### src/rtl/adnp_pkg.sv
// ----------------------------------------------------------------------------
// adnp_pkg: shared types and constants of the ASCII decimal number parser
// Character codes, register indexes and the operation record that the
// classifier passes to the executing stage through the queue.
// ----------------------------------------------------------------------------
package adnp_pkg;

  localparam int unsigned CHAR_W = 8;
  localparam int unsigned FRAC_W = 5;
  localparam int unsigned DIGIT_W = 4;

  localparam logic [CHAR_W-1:0] CHAR_ZERO  = 8'h30;
  localparam logic [CHAR_W-1:0] CHAR_NINE  = 8'h39;
  localparam logic [CHAR_W-1:0] CHAR_MINUS = 8'h2d;
  localparam logic [CHAR_W-1:0] CHAR_PLUS  = 8'h2b;
  localparam logic [CHAR_W-1:0] CHAR_POINT = 8'h2e;
  localparam logic [CHAR_W-1:0] CHAR_NONE  = 8'h00;

  localparam logic [FRAC_W-1:0] FRAC_MAX = 5'd31;

  // configuration register indexes
  localparam int unsigned CFG_IDX_W = 1;
  localparam logic [CFG_IDX_W-1:0] CFG_IGNORE_CHAR  = 1'b0;
  localparam logic [CFG_IDX_W-1:0] CFG_DECIMAL_MODE = 1'b1;

  // queue between classifier and executing stage
  localparam int unsigned QUEUE_DEPTH = 2;
  localparam int unsigned QUEUE_PTR_W = $clog2(QUEUE_DEPTH);
  localparam int unsigned QUEUE_CNT_W = $clog2(QUEUE_DEPTH + 1);

  typedef enum logic [1:0] {
    OP_DIGIT,
    OP_SIGN,
    OP_POINT,
    OP_TERM
  } op_e;

  typedef struct packed {
    op_e               kind;
    logic              minus;
    logic [DIGIT_W-1:0] digit;
  } op_t;

  typedef struct packed {
    logic [CHAR_W-1:0] ignore_char;
    logic              decimal_mode;
  } cfg_t;

endpackage

### src/rtl/adnp_in_if.sv
// ----------------------------------------------------------------------------
// adnp_in_if: character input channel
// Valid/ready channel carrying one received character or an end-of-data mark.
// ----------------------------------------------------------------------------
interface adnp_in_if;

  logic                       valid;
  logic                       ready;
  logic [adnp_pkg::CHAR_W-1:0] ch;
  logic                       end_of_data;

  modport source (output valid, output ch, output end_of_data, input ready);
  modport sink   (input valid, input ch, input end_of_data, output ready);

endinterface

### src/rtl/adnp_out_if.sv
// ----------------------------------------------------------------------------
// adnp_out_if: parsed number output channel
// Valid/ready channel carrying one parsed number with its status flags.
// ----------------------------------------------------------------------------
interface adnp_out_if #(
  parameter int unsigned MAG_BITS = 31
);

  logic                       valid;
  logic                       ready;
  logic                       ok;
  logic                       negative;
  logic [MAG_BITS-1:0]        magnitude;
  logic [adnp_pkg::FRAC_W-1:0] frac_digits;
  logic                       overflow;

  modport source (
    output valid, output ok, output negative, output magnitude,
    output frac_digits, output overflow, input ready
  );
  modport sink (
    input valid, input ok, input negative, input magnitude,
    input frac_digits, input overflow, output ready
  );

endinterface

### src/rtl/ascii_decimal_number_parser.sv
// ----------------------------------------------------------------------------
// ascii_decimal_number_parser: streaming ASCII decimal number parser
// Builds signed decimal numbers from a character stream, one character a cycle while
// the queue has room, and reports each number with its sign, magnitude and fraction count.
// ----------------------------------------------------------------------------
// Usage:
//   in_i carries one character (ch) or an end-of-data mark per transaction.
//   out_o carries one parsed number per terminator: ok, negative, magnitude,
//   frac_digits and overflow; value = magnitude * 10^-frac_digits.
//   Configuration is written through cfg_we_i / cfg_idx_i / cfg_data_i while
//   no transaction is in flight: index 0 sets the ignore character, index 1
//   the decimal mode.
// Timing:
//   One character per cycle while the queue has room. An accepted
//   terminator passes the two-entry queue, then the accumulator and its
//   output register, before its result shows on out_o.
// Reset:
//   rst_ni clears the queue, the number state, the configuration and
//   out_o.valid; no clearing pass is needed.
// Stall:
//   While out_o is stalled, digits, signs and points that finish nothing keep
//   executing; in_i.ready drops only when the queue fills behind a pending
//   operation that finishes a number.
// ----------------------------------------------------------------------------
module ascii_decimal_number_parser #(
  parameter int unsigned MAG_BITS = 31
) (
  input  logic                               clk_i,
  input  logic                               rst_ni,
  input  logic                               cfg_we_i,
  input  logic [adnp_pkg::CFG_IDX_W-1:0]     cfg_idx_i,
  input  logic [adnp_pkg::CHAR_W-1:0]        cfg_data_i,
  adnp_in_if.sink                            in_i,
  adnp_out_if.source                         out_o
);

  adnp_pkg::cfg_t cfg_q;
  logic           push;
  adnp_pkg::op_t  push_op;
  logic           pop;
  logic           head_valid;
  adnp_pkg::op_t  head_op;
  logic           full;

  // configuration registers
  always_ff @(posedge clk_i or negedge rst_ni) begin
    if (!rst_ni) begin
      cfg_q.ignore_char  <= adnp_pkg::CHAR_NONE;
      cfg_q.decimal_mode <= 1'b0;
    end else if (cfg_we_i) begin
      case (cfg_idx_i)
        adnp_pkg::CFG_IGNORE_CHAR:  cfg_q.ignore_char  <= cfg_data_i;
        adnp_pkg::CFG_DECIMAL_MODE: cfg_q.decimal_mode <= cfg_data_i[0];
        default:                    cfg_q              <= cfg_q;
      endcase
    end
  end

  adnp_front u_front (
    .in_i   (in_i),
    .cfg_i  (cfg_q),
    .full_i (full),
    .push_o (push),
    .op_o   (push_op)
  );

  adnp_queue u_queue (
    .clk_i        (clk_i),
    .rst_ni       (rst_ni),
    .push_i       (push),
    .op_i         (push_op),
    .pop_i        (pop),
    .head_valid_o (head_valid),
    .head_op_o    (head_op),
    .full_o       (full)
  );

  adnp_back #(
    .MAG_BITS (MAG_BITS)
  ) u_back (
    .clk_i        (clk_i),
    .rst_ni       (rst_ni),
    .head_valid_i (head_valid),
    .head_op_i    (head_op),
    .pop_o        (pop),
    .out_o        (out_o)
  );

endmodule

### src/rtl/adnp_front.sv
// ----------------------------------------------------------------------------
// adnp_front: character classifier
// Accepts characters, drops the ignore character (signs and end-of-data marks take priority) and turns every other
// transaction into an operation record for the queue.
// ----------------------------------------------------------------------------
module adnp_front (
  adnp_in_if.sink         in_i,
  input  adnp_pkg::cfg_t  cfg_i,
  input  logic            full_i,
  output logic            push_o,
  output adnp_pkg::op_t   op_o
);

  logic is_sign;
  logic is_ignore;
  logic is_digit;
  logic is_point;
  logic take;

  // accept whenever the queue has room
  assign in_i.ready = !full_i;
  assign take       = in_i.valid && !full_i;

  // classify the character on its own, without the number state
  assign is_sign   = (in_i.ch == adnp_pkg::CHAR_MINUS) || (in_i.ch == adnp_pkg::CHAR_PLUS);
  assign is_ignore = (cfg_i.ignore_char != adnp_pkg::CHAR_NONE) &&
                     (in_i.ch == cfg_i.ignore_char);
  assign is_point  = (in_i.ch == adnp_pkg::CHAR_POINT) && cfg_i.decimal_mode;
  assign is_digit  = (in_i.ch >= adnp_pkg::CHAR_ZERO) && (in_i.ch <= adnp_pkg::CHAR_NINE);

  // build the operation; ignored characters never enter the queue
  always_comb begin
    op_o.minus = (in_i.ch == adnp_pkg::CHAR_MINUS);
    op_o.digit = in_i.ch[adnp_pkg::DIGIT_W-1:0];
    push_o     = take;
    if (in_i.end_of_data) begin
      op_o.kind = adnp_pkg::OP_TERM;
    end else if (is_sign) begin
      op_o.kind = adnp_pkg::OP_SIGN;
    end else if (is_ignore) begin
      op_o.kind = adnp_pkg::OP_TERM;
      push_o    = 1'b0;
    end else if (is_point) begin
      op_o.kind = adnp_pkg::OP_POINT;
    end else if (is_digit) begin
      op_o.kind = adnp_pkg::OP_DIGIT;
    end else begin
      op_o.kind = adnp_pkg::OP_TERM;
    end
  end

endmodule

### src/rtl/adnp_queue.sv
// ----------------------------------------------------------------------------
// adnp_queue: operation queue
// Short first-in first-out buffer between the classifier and the executing
// stage, so that each side stalls on its own.
// ----------------------------------------------------------------------------
module adnp_queue (
  input  logic           clk_i,
  input  logic           rst_ni,
  input  logic           push_i,
  input  adnp_pkg::op_t  op_i,
  input  logic           pop_i,
  output logic           head_valid_o,
  output adnp_pkg::op_t  head_op_o,
  output logic           full_o
);

  localparam int unsigned PtrW = adnp_pkg::QUEUE_PTR_W;
  localparam int unsigned CntW = adnp_pkg::QUEUE_CNT_W;
  localparam logic [PtrW-1:0] LastPtr = PtrW'(adnp_pkg::QUEUE_DEPTH - 1);
  localparam logic [CntW-1:0] FullCnt = CntW'(adnp_pkg::QUEUE_DEPTH);

  adnp_pkg::op_t   mem_q [adnp_pkg::QUEUE_DEPTH];
  logic [PtrW-1:0] wr_ptr_q, wr_ptr_d;
  logic [PtrW-1:0] rd_ptr_q, rd_ptr_d;
  logic [CntW-1:0] count_q, count_d;
  logic            do_push;
  logic            do_pop;

  assign full_o       = (count_q == FullCnt);
  assign head_valid_o = (count_q != '0);
  assign head_op_o    = mem_q[rd_ptr_q];
  assign do_push      = push_i && !full_o;
  assign do_pop       = pop_i && head_valid_o;

  // advance pointers and occupancy
  always_comb begin
    wr_ptr_d = wr_ptr_q;
    rd_ptr_d = rd_ptr_q;
    count_d  = count_q;
    if (do_push) begin
      wr_ptr_d = (wr_ptr_q == LastPtr) ? '0 : wr_ptr_q + 1'b1;
    end
    if (do_pop) begin
      rd_ptr_d = (rd_ptr_q == LastPtr) ? '0 : rd_ptr_q + 1'b1;
    end
    if (do_push && !do_pop) begin
      count_d = count_q + 1'b1;
    end else if (do_pop && !do_push) begin
      count_d = count_q - 1'b1;
    end
  end

  always_ff @(posedge clk_i or negedge rst_ni) begin
    if (!rst_ni) begin
      wr_ptr_q <= '0;
      rd_ptr_q <= '0;
      count_q  <= '0;
    end else begin
      wr_ptr_q <= wr_ptr_d;
      rd_ptr_q <= rd_ptr_d;
      count_q  <= count_d;
    end
  end

  // store the incoming operation
  always_ff @(posedge clk_i) begin
    if (do_push) begin
      mem_q[wr_ptr_q] <= op_i;
    end
  end

endmodule

### src/rtl/adnp_back.sv
// ----------------------------------------------------------------------------
// adnp_back: number accumulator
// Executes queued operations against the number state, saturates the
// magnitude and fraction count, and holds each finished number in an
// output register until the receiver takes it.
// ----------------------------------------------------------------------------
module adnp_back #(
  parameter int unsigned MAG_BITS = 31
) (
  input  logic           clk_i,
  input  logic           rst_ni,
  input  logic           head_valid_i,
  input  adnp_pkg::op_t  head_op_i,
  output logic           pop_o,
  adnp_out_if.source     out_o
);

  localparam int unsigned WideW = MAG_BITS + 4;

  logic                        neg_q, neg_d;
  logic [MAG_BITS-1:0]         accum_q, accum_d;
  logic [adnp_pkg::FRAC_W-1:0] frac_q, frac_d;
  logic                        in_frac_q, in_frac_d;
  logic                        seen_q, seen_d;
  logic                        sat_q, sat_d;

  logic                        out_valid_q, out_valid_d;
  logic                        out_ok_q;
  logic                        out_neg_q;
  logic [MAG_BITS-1:0]         out_mag_q;
  logic [adnp_pkg::FRAC_W-1:0] out_frac_q;
  logic                        out_ovf_q;

  logic [WideW-1:0]            mac_w;
  logic                        mac_ovf;
  logic                        emit;
  logic                        slot_free;
  logic                        load;

  // accum * 10 + digit, with overflow taken from the top bits
  assign mac_w   = WideW'({accum_q, 3'b000}) + WideW'({accum_q, 1'b0}) +
                   WideW'(head_op_i.digit);
  assign mac_ovf = |mac_w[WideW-1:MAG_BITS];

  // decide whether the head operation finishes a number
  always_comb begin
    case (head_op_i.kind)
      adnp_pkg::OP_DIGIT: emit = 1'b0;
      adnp_pkg::OP_SIGN:  emit = seen_q;
      adnp_pkg::OP_POINT: emit = !(seen_q && !in_frac_q);
      adnp_pkg::OP_TERM:  emit = 1'b1;
      default:            emit = 1'b1;
    endcase
  end

  // hold the queue head while a result cannot be placed
  assign slot_free = !out_valid_q || out_o.ready;
  assign pop_o     = head_valid_i && (slot_free || !emit);
  assign load      = pop_o && emit;

  // update the number state
  always_comb begin
    neg_d     = neg_q;
    accum_d   = accum_q;
    frac_d    = frac_q;
    in_frac_d = in_frac_q;
    seen_d    = seen_q;
    sat_d     = sat_q;
    if (pop_o) begin
      if (emit) begin
        neg_d     = (head_op_i.kind == adnp_pkg::OP_SIGN) && head_op_i.minus;
        accum_d   = '0;
        frac_d    = '0;
        in_frac_d = 1'b0;
        seen_d    = 1'b0;
        sat_d     = 1'b0;
      end else begin
        case (head_op_i.kind)
          adnp_pkg::OP_SIGN: begin
            neg_d = neg_q || head_op_i.minus;
          end
          adnp_pkg::OP_POINT: begin
            in_frac_d = 1'b1;
          end
          adnp_pkg::OP_DIGIT: begin
            seen_d = 1'b1;
            if (mac_ovf) begin
              accum_d = '1;
              sat_d   = 1'b1;
            end else begin
              accum_d = mac_w[MAG_BITS-1:0];
            end
            if (in_frac_q) begin
              if (frac_q == adnp_pkg::FRAC_MAX) begin
                sat_d = 1'b1;
              end else begin
                frac_d = frac_q + 1'b1;
              end
            end
          end
          default: begin
            neg_d = neg_q;
          end
        endcase
      end
    end
  end

  // output valid: set on a finished number, drop once taken
  always_comb begin
    if (load) begin
      out_valid_d = 1'b1;
    end else if (out_o.ready) begin
      out_valid_d = 1'b0;
    end else begin
      out_valid_d = out_valid_q;
    end
  end

  always_ff @(posedge clk_i or negedge rst_ni) begin
    if (!rst_ni) begin
      neg_q       <= 1'b0;
      accum_q     <= '0;
      frac_q      <= '0;
      in_frac_q   <= 1'b0;
      seen_q      <= 1'b0;
      sat_q       <= 1'b0;
      out_valid_q <= 1'b0;
    end else begin
      neg_q       <= neg_d;
      accum_q     <= accum_d;
      frac_q      <= frac_d;
      in_frac_q   <= in_frac_d;
      seen_q      <= seen_d;
      sat_q       <= sat_d;
      out_valid_q <= out_valid_d;
    end
  end

  // capture the finished number
  always_ff @(posedge clk_i) begin
    if (load) begin
      out_ok_q   <= seen_q;
      out_neg_q  <= neg_q;
      out_mag_q  <= accum_q;
      out_frac_q <= frac_q;
      out_ovf_q  <= sat_q;
    end
  end

  assign out_o.valid       = out_valid_q;
  assign out_o.ok          = out_ok_q;
  assign out_o.negative    = out_neg_q;
  assign out_o.magnitude   = out_mag_q;
  assign out_o.frac_digits = out_frac_q;
  assign out_o.overflow    = out_ovf_q;

endmodule

### src/flat_wrapper.sv
// flat-port wrapper written by rule: the top's interface ports become plain ports
module ascii_decimal_number_parser_flat 
#(
  parameter int unsigned MAG_BITS = 31
)
  (clk_i, rst_ni, cfg_we_i, cfg_idx_i, cfg_data_i, in_i_valid, in_i_ch, in_i_end_of_data, in_i_ready, out_o_valid, out_o_ok, out_o_negative, out_o_magnitude, out_o_frac_digits, out_o_overflow, out_o_ready);
  adnp_in_if in_i_i ();
  adnp_out_if #(.MAG_BITS(MAG_BITS)) out_o_i ();
  input  logic clk_i;
  input  logic rst_ni;
  input  logic cfg_we_i;
  input  logic [adnp_pkg::CFG_IDX_W-1:0] cfg_idx_i;
  input  logic [adnp_pkg::CHAR_W-1:0] cfg_data_i;
  input wire logic [$bits(in_i_i.valid)-1:0] in_i_valid;
  input wire logic [$bits(in_i_i.ch)-1:0] in_i_ch;
  input wire logic [$bits(in_i_i.end_of_data)-1:0] in_i_end_of_data;
  output wire logic [$bits(in_i_i.ready)-1:0] in_i_ready;
  output wire logic [$bits(out_o_i.valid)-1:0] out_o_valid;
  output wire logic [$bits(out_o_i.ok)-1:0] out_o_ok;
  output wire logic [$bits(out_o_i.negative)-1:0] out_o_negative;
  output wire logic [$bits(out_o_i.magnitude)-1:0] out_o_magnitude;
  output wire logic [$bits(out_o_i.frac_digits)-1:0] out_o_frac_digits;
  output wire logic [$bits(out_o_i.overflow)-1:0] out_o_overflow;
  input wire logic [$bits(out_o_i.ready)-1:0] out_o_ready;
  assign in_i_i.valid = in_i_valid;
  assign in_i_i.ch = in_i_ch;
  assign in_i_i.end_of_data = in_i_end_of_data;
  assign in_i_ready = in_i_i.ready;
  assign out_o_valid = out_o_i.valid;
  assign out_o_ok = out_o_i.ok;
  assign out_o_negative = out_o_i.negative;
  assign out_o_magnitude = out_o_i.magnitude;
  assign out_o_frac_digits = out_o_i.frac_digits;
  assign out_o_overflow = out_o_i.overflow;
  assign out_o_i.ready = out_o_ready;
  ascii_decimal_number_parser #(.MAG_BITS(MAG_BITS)) u_core (.clk_i(clk_i), .rst_ni(rst_ni), .cfg_we_i(cfg_we_i), .cfg_idx_i(cfg_idx_i), .cfg_data_i(cfg_data_i), .in_i(in_i_i), .out_o(out_o_i));
endmodule
### config.mk
export PLATFORM = sky130hd
export DESIGN_NAME = ascii_decimal_number_parser_flat
export DESIGN_NICKNAME = d
export VERILOG_FILES = /design/src/rtl/adnp_pkg.sv /design/src/rtl/adnp_in_if.sv /design/src/rtl/adnp_out_if.sv /design/src/rtl/ascii_decimal_number_parser.sv /design/src/rtl/adnp_front.sv /design/src/rtl/adnp_queue.sv /design/src/rtl/adnp_back.sv /design/src/flat_wrapper.sv
export SDC_FILE = /design/constraint.sdc
export NUM_CORES = 1
export LEC_CHECK = 0
export BUFFER_PORTS_ARGS = -buffer_cell sky130_fd_sc_hd__buf_4
export CAP_MARGIN = 20
export CORE_UTILIZATION = 35
export CTS_CLUSTER_SIZE = 16
export DETAILED_ROUTE_END_ITERATION = 8
export PLACE_DENSITY = 0.5
export SYNTH_ARGS = -nofsm -noshare
export SYNTH_HDL_FRONTEND = slang
export SYNTH_SLANG_ARGS = --single-unit
### constraint.sdc
create_clock -name clk_i -period 5.5 [get_ports clk_i]
set_input_delay 0.55 -clock clk_i [delete_from_list [all_inputs] [get_ports clk_i]]
set_output_delay 0.55 -clock clk_i [all_outputs]
set_load 0.05 [all_outputs]
## Yosys cells after proc, flatten, opt, wreduce, memory -nomap -nowiden

Memories as Yosys holds them, arrays and structs flattened.
Index checks and enable logic that the tools add are counted.

- Add/subtract/negate cells: 7
- Magnitude comparators: 2
- Equal/unequal tests: 10
- Mux-type cells: 35
- Bitwise operators: 1
- Reductions and logical operators: 39

Operators by type and width:

| operator | number |
|---|---|
| 31-bit 2-to-1 mux | 3 |
| 34-bit by 32-bit adder with 35-bit output | 1 |
| 35-bit by 4-bit adder with 35-bit output | 1 |
| 8-bit by 6-bit equality test with 1-bit output (second input constant) | 3 |
| 1-bit 2-to-1 mux | 20 |
| 5-bit 2-to-1 mux | 4 |
| 2-bit 2-to-1 mux | 7 |
| 2-bit nonzero test | 7 |
| 1-bit logical AND | 12 |
| 2-bit AND reduction | 5 |
| 8-bit equality test | 1 |
| 8-bit by 6-bit >= comparator with 1-bit output (second input constant) | 1 |
| 8-bit by 6-bit less-or-equal comparator with 1-bit output (second input constant) | 1 |
| 8-bit nonzero test | 1 |
| 1-bit logical NOT | 7 |
| 2-bit equality test (second input constant) | 3 |
| 5-bit by 1-bit adder with 5-bit output (second input constant) | 1 |
| 5-bit equality test (second input constant) | 1 |
| 1-bit logical OR | 4 |
| 1-bit case mux with 4 select lines | 1 |
| 4-bit AND reduction | 1 |
| 4-bit OR reduction | 1 |
| 1-bit adder (second input constant) | 2 |
| 2-bit by 1-bit adder with 2-bit output (second input constant) | 1 |
| 5 further kinds | 5 |

- Register bits after elaboration: 93
- RAM bits: 14
- Input bits: 23
- Output and inout bits: 41
- Logic and storage cells: 112
- Memories: 1

Memory list:

| memory | depth | width | read ports | clocked after memory_dff | write ports | line | RTL |
|---|---|---|---|---|---|---|---|
| u_core.u_queue.mem_q | 2 | 7 | 1 | 0 | 1 | adnp_queue.sv:22 | `adnp_pkg::op_t mem_q [adnp_pkg::QUEUE_DEPTH];` |

## Depth between registers and ports, before layout

Gate-level depths: netlist (run 1).

- Word-level depth: 11
- Gate-level depth with buffers: 14
- Gate-level depth less buffers: 12

## Hierarchy

A second synthesis (run 1) with hierarchy kept.

- Cells, all modules: 580
- Area, all modules: 6528.8 µm²

By module, submodules not included:

| module | times used | cells an instance | area an instance (µm²) | seq. area each (µm²) |
|---|---|---|---|---|
| adnp_back | 1 | 485 | 5171.2 | 2197.1 |
| adnp_queue | 1 | 41 | 711.9 | 520.5 |
| ascii_decimal_number_parser | 1 | 21 | 385.4 | 225.2 |
| adnp_front | 1 | 33 | 260.2 | 0.0 |

## Worst setup path before layout (run 1)

OpenSTA, ideal clock, no wires.

- Path type: reg2reg
- From: register u_core.u_queue.rd_ptr_q
- To: register u_core.u_back.accum_q[29]
- Setup time: 0.142 ns
- Data arrival time: 3.765 ns
- Data required time: 5.358 ns
- Path slack: 1.593 ns
- Cell stages (with the launch flop): 14
- Buffers on the path: 2
- Clock period less this slack: 3.907 ns
- Path through: dfrtp_1 buf_1 mux2_2 fa_1 fa_1 a211oi_1 o211ai_1 and3_1 or2_4 a41o_1 mux2_4 nor3_4 buf_6 a31oi_2

- Longest elaborated chain between the ends: 7
- Elaborated cells on any way between the ends: 16
- Classes of those cells: add/sub: 1; eq/ne: 3; mux: 4; reduce/logical: 7; memory: 1

Ends and longest elaborated chain:

| what | line | RTL |
|---|---|---|
| from (decl) | adnp_queue.sv:24 | `logic [PtrW-1:0] rd_ptr_q, rd_ptr_d;` |
| from (signal assigned) | adnp_queue.sv:60 | `rd_ptr_q <= rd_ptr_d;` |
| memory 2 x 7 bit * | - |  |
| branches (longest 6 deep; another with 35-bit by 4-bit adder with 35-bit output) | - |  |
| to (signal assigned) | adnp_back.sv:131 | `accum_q <= accum_d;` |
| to (decl) | adnp_back.sv:21 | `logic [MAG_BITS-1:0] accum_q, accum_d;` |

Every way passes the cells marked *. The select of a mux whose other input is x is not followed.
A chain may end at the register's enable or synchronous reset.

## Final worst setup path (run 1)

- From: register u_core.u_queue.rd_ptr_q
- To: register u_core.u_back.accum_q[0]

Same word-level chain as after synthesis.

==> results by stage, run 1 <==
Floorplan:
- The number of I/O pins is 64.
- The total core area is roughly 17000 um2.
- The chip width is ~140 um.
- The starting density of the core is between 30 and 40%.
- Measured along the y axis, the die boundary spans between 100 and 150 um.
- After floorplanning, the core was divided into 48 placement rows.
- The overall die area is between 15000 and 20000 um2.

Finish:
- The antenna diode instance count is 0.
- The top cell types in the final layout, fill and taps aside, are 67 x buf_4, 66 x a21oi_1, 64 x ha_1, 54 x dfrtp_1, 53 x edfxtp_1.
- Of the cells placed in the final design, the portion with a size suffix greater than 1 is between 10% and 20%.
- After filler insertion, the fill cell instance count of the layout stands at 1679.
- The area growth from synthesis to layout is 16.2%.
- After the flow finishes, the layout carries non-filler instances totaling between 800 and 900.
- After the last flow step, the layout net total stands at 722.
- The library cell used most frequently in the layout, excluding fill and tap cells, is buf_4.
- The post-route cell area is between 7000 and 8000 um2.

STA:
- In the final timing run, aggregate negative setup slack is 0 ns.
- Derived from the worst setup path, the maximum achievable clock frequency is 233 MHz.
- The final number of max-transition violations was 0.
- The hold violation count in the final report came to 0.
- For the pin with the worst max-slew slack, the measured transition is 0.732 ns.
- Setup repair after global routing left no endpoint under its margin.
- The final cycle utilization of the critical path is 78.1%.
- The setup violation total in the final timing report is 0.
- The smallest setup slack after layout is between 1 and 1.5 ns.
- In this run the tightest slew margin relative to its limit is approximately 51%.
- Counting I/O delays and the setup requirement, the final critical path takes approximately 4.3 ns.
- For the final database, setup skew stands at ~0.0098 ns.

Status:
- The run finished with clean final reports.

Synthesis:
- The portion of the post-synthesis area used by sequential elements is 46.4%.
- The average instance in the mapped netlist occupies about 11 um2.
- During synthesis, Yosys emitted a total of 0 warnings.
- The most used flip-flop cell after synthesis is dfrtp_1.
- The synthesized netlist contains 64 unique library cells.
- The total of flip-flops plus latches after synthesis is between 100 and 150.
- The share of synthesized flip-flops with an asynchronous set or reset is just over 50%.
- The area of the mapped netlist is roughly 6300 um2.
- The total nets after synthesis is roughly 670.
- Yosys mapped a number of flops with a built-in enable equal to 53.
- The number of instances in the synthesized netlist is 577.

Worst setup path:
- The critical path starts at u_core.u_queue.rd_ptr_q$_DFFE_PN0P_.
- The endpoint identified for the worst register-to-register timing path is u_core.u_back.accum_q[0]$_DFFE_PN0P_.
- The setup check on the worst reg-to-reg path leaves a slack of between 1 and 1.5 ns.
- In this run the worst path has a maximum fanout of 30.
- STA classifies the critical path endpoint as a flop.
- Measured in cells, the most critical reg-to-reg path has a length of 12.
- The critical path class is flop to flop.
- In this run the critical register-to-register path is launched from u_core.u_queue.rd_ptr_q$_DFFE_PN0P_.
- The critical path startpoint category is a flop.
- The worst path arrival time is between 4 and 5 ns.
- STA puts the critical path data required time at 5.70 ns.

Global route:
- The via count of the first global-routing pass is 4610.
- The largest net degree at the start of global routing is 56.
- The number of antenna violations at the first check in global routing is 0.
- The first-pass GRT wire length is 23200 um.
- The total congestion overflow is 0.
- The total track usage is roughly 16%.

CTS:
- The number of buffers between clock root and the deepest sink is 2.
- After clock tree synthesis, the clock-pin slew on the worst setup and hold paths is 0.08 ns.
- Once the clock tree was built, the resizer swapped 0 gates to a different size.
- The total of hold buffers inserted after clock tree synthesis is 0.
- CTS built an H-tree with a depth of 3.
- For this design, the sink count on the clock tree is between 100 and 150.
- At the later pin of the worst-skew pair, clock insertion delay measures about 0.36 ns.
- TritonCTS built the clock tree.
- The setup fix buffers added after clock tree synthesis is 0.
- Clock tree synthesis inserted a total of 9 buffers.
- The root buffer cell is clkbuf_16.

Placed design:
- The placer's final routability congestion estimate is about 0.82.
- Input and output buffers added on the ports amount to 63.
- Counting tap cells, the placed design contains a total of 846 instances.
- The pre-CTS worst setup slack is roughly 1.2 ns.
- The post-detailed-placement half-perimeter wirelength is 10200 um.
- The instance area at placement is between 7000 and 8000 um2.

Pwr:
- In this run, the clock network consumes 16.8% of the power.
- The sequential cell fraction of total power is 32.9%.
- The switching part of the total is 46.1%.
- VDD sags by at most approximately 0.00027 V.
- The reported net switching power is about 1.9 mW.
- The leakage component of the power is around 3.2 nW.
- The total power divided by cell area is roughly 560 nW/um2.
- The fraction of power consumed by combinational cells is roughly 50%.
- The internal power of the cells totals approximately 2.2 mW.

Routing:
- The total number of vias is 4619.
- Dividing the detail-routed via count by the number of cells gives between 5 and 6.
- The count of unresolved DRC violations after routing is 0.
- The first TritonRoute pass finished after 4 iterations.
- The iteration-0 DRC count of the detailed router is 255.
- The routed length per placed instance is 16.2 um.
- The count of nets left with antenna violations once routing finished came out at 0.
- The routed design has about 14000 um of wire.

Min path:
- The tightest min-delay check is of the primary input to asynchronous set/reset pin type.

Job:
- Across the run, the number of max-cap violations was 0.
==> stage by stage <==
stage / hold WS, ns / util, % / total power, mW
finish: 0.241 / 42.2 / 4.14
CTS: 0.269 / 42.0 / 4.19
global route: 0.307 / 42.2 / 4.42
floorplan: 0.254 / - / 2.91
global placement: 0.445 / 40.2 / 3.44
detailed placement: 0.451 / 40.2 / 3.47
==> metal layers <==
metal	track usage, %	share of wire [%]
met4	6.48	1.6
met1	22.4	49
met5	0	0
met2	25.0	45
met3	2.67	3.8
==> synthesized netlist by cell type (all sizes together), types with 2 or more instances <==
cell type,n,share of area [%]
a31oi,29,3.0
o21ai,28,2.3
mux2,17,3.1
a21o,10,1.2
and2,2,0.20
a221oi,2,0.37
fa,2,0.63
nor2,29,1.7
and4,3,0.41
inv,7,0.41
nor3b,3,0.35
xnor2,25,3.5
ha,64,13
a22oi,2,0.24
a21oi,71,5.9
a311oi,3,0.41
dfrtp,54,21
o221ai,4,0.55
buf,8,0.91
a211oi,4,0.55
mux2i,3,0.47
nor2b,5,0.49
or3,2,0.20
edfxtp,53,25
a22o,3,0.41
a221o,2,0.32
nand4,7,0.69
nor4,4,0.39
nand2,34,2.0
or2,2,0.24
clkbuf,15,0.89
nand3b,2,0.24
o21a,2,0.24
nand3,11,0.87
nor3,8,0.81
a211o,2,0.28
nand2b,8,0.79
and3,7,0.69
xor2,17,2.3
o21bai,3,0.35
o211ai,8,0.95
==> power groups by stage <==
stage | sequential [mW] | clock (mW) | combinational, mW
after floorplan | 1.86 | 0 | 1.04
after global placement | 1.38 | 0 | 2.07
after detailed placement | 1.38 | 0 | 2.09
after CTS | 1.37 | 0.722 | 2.10
after global routing | 1.40 | 0.747 | 2.28
final | 1.36 | 0.697 | 2.08
==> worst max-delay path, stage by stage, from the launching register on <==
cell	delay [ns]
dfrtp_1	0.62
mux2_2	0.40
fa_1	0.49
fa_1	0.49
a211oi_1	0.36
o211ai_1	0.15
and3_1	0.22
or2_4	0.25
a41o_1	0.23
mux2_4	0.29
nor3_4	0.10
buf_4	0.38
a31oi_1	0.15
==> how the worst max path moves through the flow <==
stage	to	slack, ns	cells after the start
finish	u_core.u_back.accum_q[0]$_DFFE_PN0P_	1.20	12
global route	u_core.u_back.accum_q[13]$_DFFE_PN0P_	0.97	12
CTS	u_core.u_back.accum_q[17]$_DFFE_PN0P_	1.18	12
detailed placement	u_core.u_back.accum_q[25]$_DFFE_PN0P_	1.21	12
global placement	u_core.u_back.accum_q[25]$_DFFE_PN0P_	1.32	12
floorplan	u_core.u_back.accum_q[29]$_DFFE_PN0P_	1.59	13
==> cell type report <==
cell class / count / area (um2) / area share (%)
Clock inverter: 6 / 83.8 / 1.14
Tap cell: 225 / 282 / 3.82
Clock buffer: 10 / 239 / 3.24
Multi-Input combinational cell: 440 / 3270 / 44.3
Sequential cell: 107 / 2940 / 39.9
Timing Repair Buffer: 68 / 531 / 7.19
Inverter: 7 / 26.3 / 0.356
==> registers in the layout (all words and copies together), names as in the netlist <==
| register | cells |
|---|---|
| u_core.u_back.neg_q | 1 |
| u_core.u_back.out_o.overflow | 1 |
| u_core.u_back.sat_q | 1 |
| u_core.u_back.out_o.negative | 1 |
| u_core.u_queue.count_q | 2 |
| u_core.u_back.accum_q | 31 |
| u_core.u_queue.mem_q | 14 |
| u_core.u_back.frac_q | 5 |
| u_core.u_back.out_o.magnitude | 31 |
| u_core.u_back.in_frac_q | 1 |
| u_core.u_queue.wr_ptr_q | 1 |
| u_core.u_back.out_o.frac_digits | 5 |
| u_core.u_back.out_o.ok | 1 |
| u_core.cfg_q | 9 |
| u_core.u_back.seen_q | 1 |
| u_core.u_queue.rd_ptr_q | 1 |
| u_core.u_back.out_o.valid | 1 |
==> cell families (layout without fill, tap and decap cells) <==
kind of cell | after synthesis | in the layout | synth area share, %
buf+inv | 30 | 91 | 2.21
compound gates | 181 | 181 | 18.1
xor+xnor | 42 | 42 | 5.80
fa+ha+maj | 66 | 66 | 13.3
flops | 107 | 107 | 46.4
simple gates | 131 | 131 | 10.7
mux | 20 | 20 | 3.55
(Power assumes the default switching activity.)
==> run 2: changes to the inputs <==
Settings changed: PLACE_DENSITY 0.5 to 0.52.
Clock period 5.5 ns to 3.65 ns, I/O delays scaled along.
==> run 2 against run 1 <==
Total power grew 53%. Register-to-register slack got worse by 1.1 ns. Sequential share of layout area down 0.76 points. Cell area grew 2.0%. Setup slack got worse by 1.1 ns. Fmax grew 20%. First-iteration DRC count is 16% lower. Non-clock buffer count grew 15. Largest cell class unchanged. Flip-flop and latch count unchanged. Combinational power up 61%.
==> results by stage, run 2 (synthesis gave the netlist of run 1 again) <==
CTS:
- The number of clock buffers inserted by TritonCTS is 9 (unchanged).
- The TritonCTS sink count is 107 (unchanged).
- The number of levels the H-tree was split into is 3 (unchanged).
- The total of hold buffers inserted after clock tree synthesis was 0 (unchanged).
- In this run the clock root is driven by a clkbuf_16.
- The clock latency at the later pin of the worst-skew pair is 0.36 ns (about the same).
- TritonCTS built the clock tree.
- The CTS clock-pin slew for the worst setup and hold paths came to 0.08 ns (about the same).
- The number of buffers between clock root and the deepest sink is 2 (unchanged).

Placed design:
- The number of buffers inserted by port buffering is 63 (unchanged).
- The placer's final routability congestion estimate came to 0.818 (about the same).
- The number of instances in the placed design is 856 (+1.2%).
- The post-detailed-placement half-perimeter wirelength was 10300 um (+1.1%).
- The pre-CTS worst setup slack is -0.112 ns (-1.32 ns).

Finish:
- The antenna diode instance count is 0 (unchanged).
- The fraction of layout cells with a size suffix above 1 came to 21.4% (+3.3 points).
- Leaving out fill and tap cells, the most frequent cell in the layout is buf_4.
- In the layout the commonest cells are 79 x buf_4, 66 x a21oi_1, 61 x ha_1, 53 x dfrtp_1, 53 x edfxtp_1.
- Compared with the post-synthesis result, the final layout area differs by 18.5%.
- The final cell utilization of the core is 43.0% (+0.84 points).
- The non-filler instance count after layout is 878 (+1.7%).
- The number of filler cells placed in the layout is 1648 (-1.8%).
- The total number of nets in the final design is 737 (+2.1%).

Pwr:
- The leakage component of the power came to 3.26 nW (+2.1%).
- The total power divided by cell area is 840 nW/um2 (+50%).
- The maximum vdd ir drop was 0.000418 V (+54%).

STA:
- The maximum clock frequency came to 280 MHz (+20%).
- The slew at the pin closest to its max-slew limit was 0.738 ns (+0.00569 ns).
- The worst hold margin came to 0.0676 ns (-0.173 ns).
- The final number of max-transition violations is 0 (unchanged).
- The setup violation total in the final timing report is 0 (unchanged).
- The final cycle utilization of the critical path was 97.7% (+20 points).
- The minimum clock period after layout is 3.57 ns (-0.730 ns).
- The hold violation count in the final report is 0 (unchanged).
- The worst relative slew slack was 50.8% (-0.38 points).
- The smallest setup slack after layout came to 0.0826 ns (-1.12 ns).
- The final clock skew is 0.00942 ns (-0.000429 ns).
- Setup repair after global routing could not meet its margin everywhere.

Floorplan:
- The chip width is 137 um (unchanged).
- The total core area came to 17500 um2 (unchanged).
- The row count is 48 (unchanged).
- The die extent in y was 137 um (unchanged).
- The starting density of the core is 36.3% (unchanged).
- The number of I/O pins came to 64 (unchanged).
- The overall die area was 18700 um2 (unchanged).

Worst setup path:
- The largest stage delay on the critical path is 0.45 ns (-0.17 ns).
- The worst setup path is launched from a flop.
- The register-to-register path setup slack is 0.08 ns (-1.12 ns).
- The launching point of the worst reg2reg path is u_core.u_queue.rd_ptr_q$_DFFE_PN0P_.
- In this run the worst setup path begins at u_core.u_queue.rd_ptr_q$_DFFE_PN0P_.
- STA classifies the critical path endpoint as a flop.
- The worst setup path is of the flop to flop kind.
- The cell type of the slowest stage on the worst timing path is fa_2.
- The required time reported for the critical path endpoint was 3.86 ns (-1.84 ns).
- The peak fanout along the critical path was 9 (-70%).
- The worst path arrival time is 3.77 ns (-0.73 ns).
- Walking the worst path, the cells encountered are mux2_4 > fa_2 > fa_2 > a211oi_2 > o211ai_1 > and3_1 > or2_4 > a41o_1 > mux2_4 > nor3_4 > buf_6 > buf_8 > a31oi_1.

Routing:
- The total number of vias was 4767 (+3.2%).
- The wire length on met3 is 552 um (+3.2%).
- The length of routed wiring on met1 is 6780 um (-1.1%).
- The total wirelength of the detailed-routed design was 14200 um (+1.8%).
- The total iterations of the first detailed-routing run was 4 (unchanged).
- The uppermost metal layer occupied by signal nets is met4.
- The number of vias per cell was 5.43 (+1.4%).
- The routed length per placed instance is 16.2 um (about the same).
- The sum of met2 wire segment lengths after detailed routing came to 6630 um (+4.7%).
- The final antenna-violating net count is 0 (unchanged).
- The iteration-0 DRC count of the detailed router came to 214 (-16%).
- The count of unresolved DRC violations after routing is 0 (unchanged).

Job:
- The total of max-cap violations is 0 (unchanged).

Global route:
- The largest net degree at the start of global routing is 56 (unchanged).
- The via count of the first global-routing pass is 4602 (-0.17%).
- The total track usage is 16.2% (+0.024 points).
- The first-pass GRT wire length is 23400 um (+0.71%).
- The number of antenna violations at the first check in global routing came to 0 (unchanged).
- The total congestion overflow is 0 (unchanged).

Min path:
- The worst hold path belongs to the class primary input to asynchronous set/reset pin.

Status:
- The flow ran to the end, and the final reports show no timing, DRC or antenna violations.
-- run 2: changes by cell type in the layout (fill, tap and decap cells not counted), sizes merged --
cell	delta
bufinv	-1
clkinvlp	+1
buf	+15
-- run 2: final timing paths --
| kind | endpoint | cells after the start |
|---|---|---|
| setup reg to reg | u_core.u_back.accum_q[18]$_DFFE_PN0P_ | 13 |
| hold reg to reg | u_core.u_back.out_o.negative$_DFFE_PP_ | 0 |
| hold / removal | u_core.u_back.accum_q[14]$_DFFE_PN0P_ | 1 |
| max in group asynchronous | u_core.u_queue.rd_ptr_q$_DFFE_PN0P_ | 1 |
| min in group clk_i | u_core.u_queue.mem_q[1][0]$_DFFE_PP_ | 1 |
| setup / recovery | u_core.u_back.accum_q[18]$_DFFE_PN0P_ | 13 |
-- run 2: where the power goes --
group | switching, mW | internal, mW | total [mW]
Clock | 0.462 | 0.471 | 0.933
Combinational | 2.21 | 1.14 | 3.35
Sequential | 0.249 | 1.79 | 2.04
Total | 2.92 | 3.40 | 6.32
-- run 2: worst max-delay path: cells and delay by family (launching register included) --
family,cells,cell delay (ns)
adder cells (fa/ha/maj),2,0.84
buffers and inverters,2,0.27
AO/OA/AOI/OAI,4,0.69
AND/OR/NAND/NOR,3,0.55
flip-flops,1,0.44
multiplexers,2,0.60
-- run 2: final cells by class --
cell class / count / area [um2] / area share, %
multi-input cells: 440 / 3340 / 44.4
inverters: 7 / 26.3 / 0.349
well taps: 225 / 282 / 3.74
clock buffers: 10 / 229 / 3.04
clock inverters: 6 / 48.8 / 0.649
flip-flops and latches: 107 / 2940 / 39.2
repair buffers: 83 / 651 / 8.65
-- run 2: stage by stage --
stage,total power [mW],area [um2],TNS [ns]
floorplan,4.39,6360,0
global placement,5.24,7110,-0.0437
detailed placement,5.28,7110,-1.80
CTS,6.38,7480,-0.172
global route,6.74,7520,-1.61
finish,6.32,7520,0
-- run 2: routing by layer --
layer / track usage (%) / vias up
met4: 6.67 / 0
li1: - / 2345
met3: 2.11 / 14
met1: 22.2 / 2323
met5: 0 / -
met2: 25.6 / 85
-- run 2: repair_timing --
action	in CTS	in global routing
hold endpoints to repair	0	0
cloned	1	0
resized for setup	9	13
setup endpoints to repair	30	32
pin swaps	7	3
setup buffers	6	0
